$ cat src/rtl/assert_macros.svh
// Shared assertion macros.
`ifndef ASSERT_MACROS_SVH
`define ASSERT_MACROS_SVH

// Same-cycle implication.
`define ASSERT_IMPL(lbl, ante, cons) \
  lbl: assert property (@(posedge clk) disable iff (rst) (ante) |-> (cons)) \
    else $error("assertion failed");

// Next-cycle implication.
`define ASSERT_NEXT(lbl, ante, cons) \
  lbl: assert property (@(posedge clk) disable iff (rst) (ante) |=> (cons)) \
    else $error("assertion failed");

`endif

$ cat src/rtl/aso_pkg.sv
package aso_pkg;

  localparam int unsigned Q_BITS    = 48;
  localparam int unsigned NUM_W     = 104;
  localparam int unsigned DEN_W     = 86;
  localparam int unsigned DIV_LAT   = Q_BITS + 1;
  localparam int unsigned LANE_LAT  = 7 + DIV_LAT;
  localparam int unsigned PIPE_DEPTH = 2 + LANE_LAT;
  localparam int unsigned NUM_COLS  = 7;

  localparam logic [1:0]  LAST_ROW  = 2'd3;
  localparam logic [31:0] ONE16     = 32'd65536;
  localparam logic signed [15:0] TRIG_ONE = 16'sd16384;
  localparam logic [47:0] VAL_MAX   = 48'h7FFF_FFFF_FFFF;
  localparam logic [47:0] VAL_MIN   = 48'h8000_0000_0000;

  typedef enum logic [1:0] {
    TRIG_NONE,
    TRIG_COS,
    TRIG_SIN
  } trig_t;

  typedef enum logic [1:0] {
    DEN_R,
    DEN_L,
    DEN_LL,
    DEN_LR
  } den_t;

  typedef struct packed {
    logic              present;
    logic signed [4:0] k0;
    logic signed [4:0] k1;
    logic signed [4:0] k2;
    logic signed [4:0] k3;
    trig_t             trig;
    logic              by_len;
    den_t              den;
  } term_t;

  typedef struct packed {
    logic               valid;
    logic [1:0]         row;
    logic [16:0]        x;
    logic [31:0]        r;
    logic [31:0]        len;
    logic signed [15:0] cs;
    logic signed [15:0] sn;
  } row_req_t;

  typedef struct packed {
    logic [1:0]         row;
    logic [16:0]        x;
    logic [33:0]        x2;
    logic [50:0]        x3;
    logic [31:0]        r;
    logic [31:0]        len;
    logic [63:0]        dll;
    logic [63:0]        dlr;
    logic signed [15:0] cs;
    logic signed [15:0] sn;
  } row_ops_t;

  function automatic term_t mk(input logic signed [4:0] k0, input logic signed [4:0] k1,
                               input logic signed [4:0] k2, input logic signed [4:0] k3,
                               input trig_t tg, input logic bl, input den_t dn);
    term_t t;
    t = '{present: 1'b1, k0: k0, k1: k1, k2: k2, k3: k3, trig: tg, by_len: bl, den: dn};
    return t;
  endfunction

  function automatic term_t term_of(input logic [1:0] row, input logic [2:0] col);
    term_t t;
    t = '{present: 1'b0, k0: 5'sd0, k1: 5'sd0, k2: 5'sd0, k3: 5'sd0,
          trig: TRIG_NONE, by_len: 1'b0, den: DEN_R};
    unique case ({row, col})
      {2'd0, 3'd0}: t = mk(-5'sd3, 5'sd4, 5'sd0, 5'sd0, TRIG_NONE, 1'b0, DEN_L);
      {2'd0, 3'd3}: t = mk(-5'sd1, 5'sd4, 5'sd0, 5'sd0, TRIG_NONE, 1'b0, DEN_L);
      {2'd0, 3'd6}: t = mk(5'sd4, -5'sd8, 5'sd0, 5'sd0, TRIG_NONE, 1'b0, DEN_L);
      {2'd1, 3'd0}: t = mk(5'sd1, -5'sd3, 5'sd2, 5'sd0, TRIG_COS, 1'b0, DEN_R);
      {2'd1, 3'd1}: t = mk(5'sd1, 5'sd0, -5'sd3, 5'sd2, TRIG_SIN, 1'b0, DEN_R);
      {2'd1, 3'd2}: t = mk(5'sd0, 5'sd1, -5'sd2, 5'sd1, TRIG_SIN, 1'b1, DEN_R);
      {2'd1, 3'd3}: t = mk(5'sd0, -5'sd1, 5'sd2, 5'sd0, TRIG_COS, 1'b0, DEN_R);
      {2'd1, 3'd4}: t = mk(5'sd0, 5'sd0, 5'sd3, -5'sd2, TRIG_SIN, 1'b0, DEN_R);
      {2'd1, 3'd5}: t = mk(5'sd0, 5'sd0, -5'sd1, 5'sd1, TRIG_SIN, 1'b1, DEN_R);
      {2'd1, 3'd6}: t = mk(5'sd0, 5'sd4, -5'sd4, 5'sd0, TRIG_COS, 1'b0, DEN_R);
      {2'd2, 3'd1}: t = mk(-5'sd6, 5'sd12, 5'sd0, 5'sd0, TRIG_NONE, 1'b0, DEN_LL);
      {2'd2, 3'd2}: t = mk(-5'sd4, 5'sd6, 5'sd0, 5'sd0, TRIG_NONE, 1'b0, DEN_L);
      {2'd2, 3'd4}: t = mk(5'sd6, -5'sd12, 5'sd0, 5'sd0, TRIG_NONE, 1'b0, DEN_LL);
      {2'd2, 3'd5}: t = mk(-5'sd2, 5'sd6, 5'sd0, 5'sd0, TRIG_NONE, 1'b0, DEN_L);
      {2'd3, 3'd1}: t = mk(5'sd0, -5'sd6, 5'sd6, 5'sd0, TRIG_COS, 1'b0, DEN_LR);
      {2'd3, 3'd2}: t = mk(5'sd1, -5'sd4, 5'sd3, 5'sd0, TRIG_COS, 1'b0, DEN_R);
      {2'd3, 3'd4}: t = mk(5'sd0, 5'sd6, -5'sd6, 5'sd0, TRIG_COS, 1'b0, DEN_LR);
      {2'd3, 3'd5}: t = mk(5'sd0, -5'sd2, 5'sd3, 5'sd0, TRIG_COS, 1'b0, DEN_R);
      default: ;
    endcase
    return t;
  endfunction

endpackage

$ cat src/rtl/aso_point_if.sv
interface aso_point_if;
  logic               valid;
  logic               ready;
  logic [16:0]        coord_xsi;
  logic [31:0]        radius;
  logic [31:0]        elem_length;
  logic signed [15:0] cos_angle;
  logic signed [15:0] sin_angle;

  modport source (output valid, coord_xsi, radius, elem_length, cos_angle, sin_angle,
                  input ready);
  modport sink (input valid, coord_xsi, radius, elem_length, cos_angle, sin_angle,
                output ready);
endinterface

$ cat src/rtl/aso_issue.sv
`include "assert_macros.svh"

module aso_issue (
  input  logic              clk,
  input  logic              rst,
  aso_point_if.sink         point,
  input  logic              adv,
  output aso_pkg::row_req_t req
);

  logic               busy;
  logic [1:0]         cnt;
  logic [16:0]        x;
  logic [31:0]        r;
  logic [31:0]        len;
  logic signed [15:0] cs;
  logic signed [15:0] sn;
  logic               take;

  assign point.ready = !busy || (cnt == aso_pkg::LAST_ROW && adv);
  assign take        = point.valid && point.ready;

  always_ff @(posedge clk) begin
    if (rst) begin
      busy <= 1'b0;
      cnt  <= 2'd0;
    end else if (take) begin
      busy <= 1'b1;
      cnt  <= 2'd0;
    end else if (busy && adv) begin
      if (cnt == aso_pkg::LAST_ROW) begin
        busy <= 1'b0;
      end else begin
        cnt <= cnt + 2'd1;
      end
    end
  end

  always_ff @(posedge clk) begin
    if (take) begin
      x   <= point.coord_xsi;
      r   <= point.radius;
      len <= point.elem_length;
      cs  <= point.cos_angle;
      sn  <= point.sin_angle;
    end
  end

  assign req = '{valid: busy, row: cnt, x: x, r: r, len: len, cs: cs, sn: sn};

  `ASSERT_NEXT(a_take_starts_row0, take, busy && cnt == 2'd0)
  `ASSERT_NEXT(a_rows_in_order, busy && adv && cnt != aso_pkg::LAST_ROW && !take,
               busy && cnt == $past(cnt) + 2'd1)

endmodule

$ cat src/flat_wrapper.sv
// flat-port wrapper written by rule: the top's interface ports become plain ports
module aso_issue_flat 
  (clk, rst, adv, req, point_valid, point_coord_xsi, point_radius, point_elem_length, point_cos_angle, point_sin_angle, point_ready);
  aso_point_if point_i ();
  input  logic clk;
  input  logic rst;
  input  logic adv;
  output aso_pkg::row_req_t req;
  input wire logic [$bits(point_i.valid)-1:0] point_valid;
  input wire logic [$bits(point_i.coord_xsi)-1:0] point_coord_xsi;
  input wire logic [$bits(point_i.radius)-1:0] point_radius;
  input wire logic [$bits(point_i.elem_length)-1:0] point_elem_length;
  input wire logic [$bits(point_i.cos_angle)-1:0] point_cos_angle;
  input wire logic [$bits(point_i.sin_angle)-1:0] point_sin_angle;
  output wire logic [$bits(point_i.ready)-1:0] point_ready;
  assign point_i.valid = point_valid;
  assign point_i.coord_xsi = point_coord_xsi;
  assign point_i.radius = point_radius;
  assign point_i.elem_length = point_elem_length;
  assign point_i.cos_angle = point_cos_angle;
  assign point_i.sin_angle = point_sin_angle;
  assign point_ready = point_i.ready;
  aso_issue u_core (.clk(clk), .rst(rst), .point(point_i), .adv(adv), .req(req));
endmodule
$ cat config.mk
export PLATFORM = sky130hd
export DESIGN_NAME = aso_issue_flat
export DESIGN_NICKNAME = d
export VERILOG_FILES = /design/src/rtl/aso_pkg.sv /design/src/rtl/aso_point_if.sv /design/src/rtl/aso_issue.sv /design/src/flat_wrapper.sv
export VERILOG_INCLUDE_DIRS = /design/src /design/src/rtl
export SDC_FILE = /design/constraint.sdc
export NUM_CORES = 1
export LEC_CHECK = 0
export BUFFER_PORTS_ARGS = -buffer_cell sky130_fd_sc_hd__buf_2
export CAP_MARGIN = 20
export CORE_MARGIN = 5
export CORE_UTILIZATION = 30
export DETAILED_ROUTE_END_ITERATION = 6
export HOLD_SLACK_MARGIN = 0.15
export PLACE_DENSITY = 0.65
export SYNTH_ARGS = -nofsm -noshare
export SYNTH_HDL_FRONTEND = slang
export SYNTH_SLANG_ARGS = --single-unit
$ cat constraint.sdc
create_clock -name clk -period 12.8 [get_ports clk]
set_input_delay 1.28 -clock clk [delete_from_list [all_inputs] [get_ports clk]]
set_output_delay 1.28 -clock clk [all_outputs]
set_load 0.01 [all_outputs]
==> results.cfg <==
[synthesis]
yosysSeqAreaShare = 0.976
synth_nets = 246
ys_types = 12
ys_ff_latch = 116
ys.warnings.count = 0
synth_cells = 128
postSynthAreaPerCell_um2 = 27.6
netlist_area_um2 = 3540

[placement]
pre_cts_slack_ns = 9.52
io_buffers = 233
place_area_um2 = 4900
gp_congestion = 0.730

[clock_tree]
clockBufferDepth = 2
htree_levels = 4
clock-sinks = 116
insertion_delay_ns = 0.40
clkTransAtPathRegs_ns = 0.05
postCtsResizedCells = 0
root_buffer = clkbuf_16
cts_tree = yes
cts_hold_buf = 0
cts_setup_buffers = 0
numCtsBuffers = 17

[timing]
fin_tns_setup_ns = 0
drv_slew = 0
finalHoldViolCount = 0
rsz0062_at_grt = false
setup_viol = 0
setup_slack_ns = 9.73
fmax_ghz = 0.325
slew_headroom = 0.519
post-route-min-period_ns = 3.07
layout_worst_path_cycle_share = 0.240
tightest_slew_ns = 0.722
fin_skew_ns = 0.00388

[die]
dieArea_um2 = 14100
design.core.area_um2 = 11500
die_w_um = 119
dieHeight_um = 119
pin_count = 234
rows = 39
initial_core_util = 0.309

[setup_path]
worstSetupPathType = in2out
critPathCaptureType = output pin
cp-start-kind = input pin
crit_arrival_ns = 1.79
cp.required_ns = 11.52
critPathMaxFanout = 3

[global_routing]
grt-ovfl-total = 0
grt_pass1_vias = 2403
grt_pass1_wl_mm = 13.0
grt_max_degree = 59
track_usage = 0.122
grt_antenna_before_repair = 0

[run_status]
status = finished clean

[drt]
drc = 0
vias = 2216
drt_iter0_markers = 85
ant_nets = 0
wl_mm = 8.69
routed_via_density = 4.14
drt-pass1-iter-count = 4
wire_per_inst_um = 16.2

[cells_and_area]
nets = 499
area_delta_synth_final_pct = 52.7
antennaDiodeCount = 0
drive_gt1_frac = 0.661
final_common_cell = buf_2
fillCellCount = 1021
multiInputGateArea_um2 = 81.3
design_area_um2 = 5400
final_cell_mix = 233 x buf_2, 113 x edfxtp_1, 17 x clkbuf_16
register_area_um2 = 3450

[power]
powerDensity_nw_per_um2 = 168
vdd_ir_drop_max_mv = 0.107
power_uw = 910
leakage_nw = 2.33

[worst_hold_path]
hold_path.class = reg2reg

[run]
cap_violations = 0
## worst max-delay path, stage by stage
cell and delay, ns:
buf_2 0.11, a21boi_2 0.21, inv_1 0.06, buf_2 0.14
## synth_stat cells
master | number | area [um2]
a21boi_2 | 1 | 11.3
ha_1 | 1 | 12.5
xor2_1 | 1 | 8.76
dfxtp_1 | 3 | 60.1
nor3_1 | 2 | 10.0
inv_1 | 1 | 3.75
nor2_1 | 2 | 7.51
buf_4 | 1 | 7.51
mux2i_1 | 1 | 10.0
nand3b_1 | 1 | 7.51
edfxtp_1 | 113 | 3390
nor2b_1 | 1 | 6.26
## per-stage QoR
stage	util	hold slack [ns]	cells
after CTS	0.471	0.555	535
after global routing	0.471	0.616	535
after detailed placement	0.427	0.550	505
after global placement	0.427	0.531	505
final	0.471	0.546	535
after floorplan	-	0.558	128
## sequential cells by signal, summed over array words and instances, names as in the netlist
register and cells:
u_core.busy 1, u_core.cnt 2, u_core.cs 16, u_core.len 32, u_core.r 32, u_core.sn 16
u_core.x 17
## layer usage
metal  track usage  share of wire
met1         0.128           0.37
met2         0.189           0.48
met3        0.0831           0.14
met4        0.0574          0.019
met5             0              0
## power by group
part | leakage [nW] | switching, mW | internal [mW] | total, mW
logic | 0.975 | 0.0334 | 0.0262 | 0.0596
clock network | 0.250 | 0.144 | 0.259 | 0.403
registers | 1.10 | 0.00487 | 0.443 | 0.448
## layout make-up
class | count | area share
Sequential cell | 116 | 0.639
Timing Repair Buffer | 235 | 0.219
Clock buffer | 21 | 0.0815
Tap cell | 143 | 0.0331
Multi-Input combinational cell | 10 | 0.0150
Clock inverter | 9 | 0.0120
Inverter | 1 | 0.000695
## logic make-up after synthesis
group                    after synthesis  synth area share
AO/OA/AOI/OAI                          1           0.00318
XOR/XNOR                               1           0.00248
adder cells (fa/ha/maj)                1           0.00354
buffers and inverters                  2           0.00318
flip-flops                           116             0.976
multiplexers                           1           0.00283
AND/OR/NAND/NOR                        6           0.00884
## path summary, 6_finish.rpt
kind | from | end | slack [ns] | cells after the start
min reg2reg | u_core.cnt[1]$_SDFFE_PP0P_ | u_core.cnt[1]$_SDFFE_PP0P_ | 0.55 | 2
max reg2reg | u_core.cnt[0]$_SDFFE_PP0P_ | u_core.len[22]$_DFFE_PP_ | 10.39 | 5
max | adv | point_ready | 9.73 | 4
min | u_core.cnt[1]$_SDFFE_PP0P_ | u_core.cnt[1]$_SDFFE_PP0P_ | 0.55 | 2
Power figures use the tool's default switching activity.
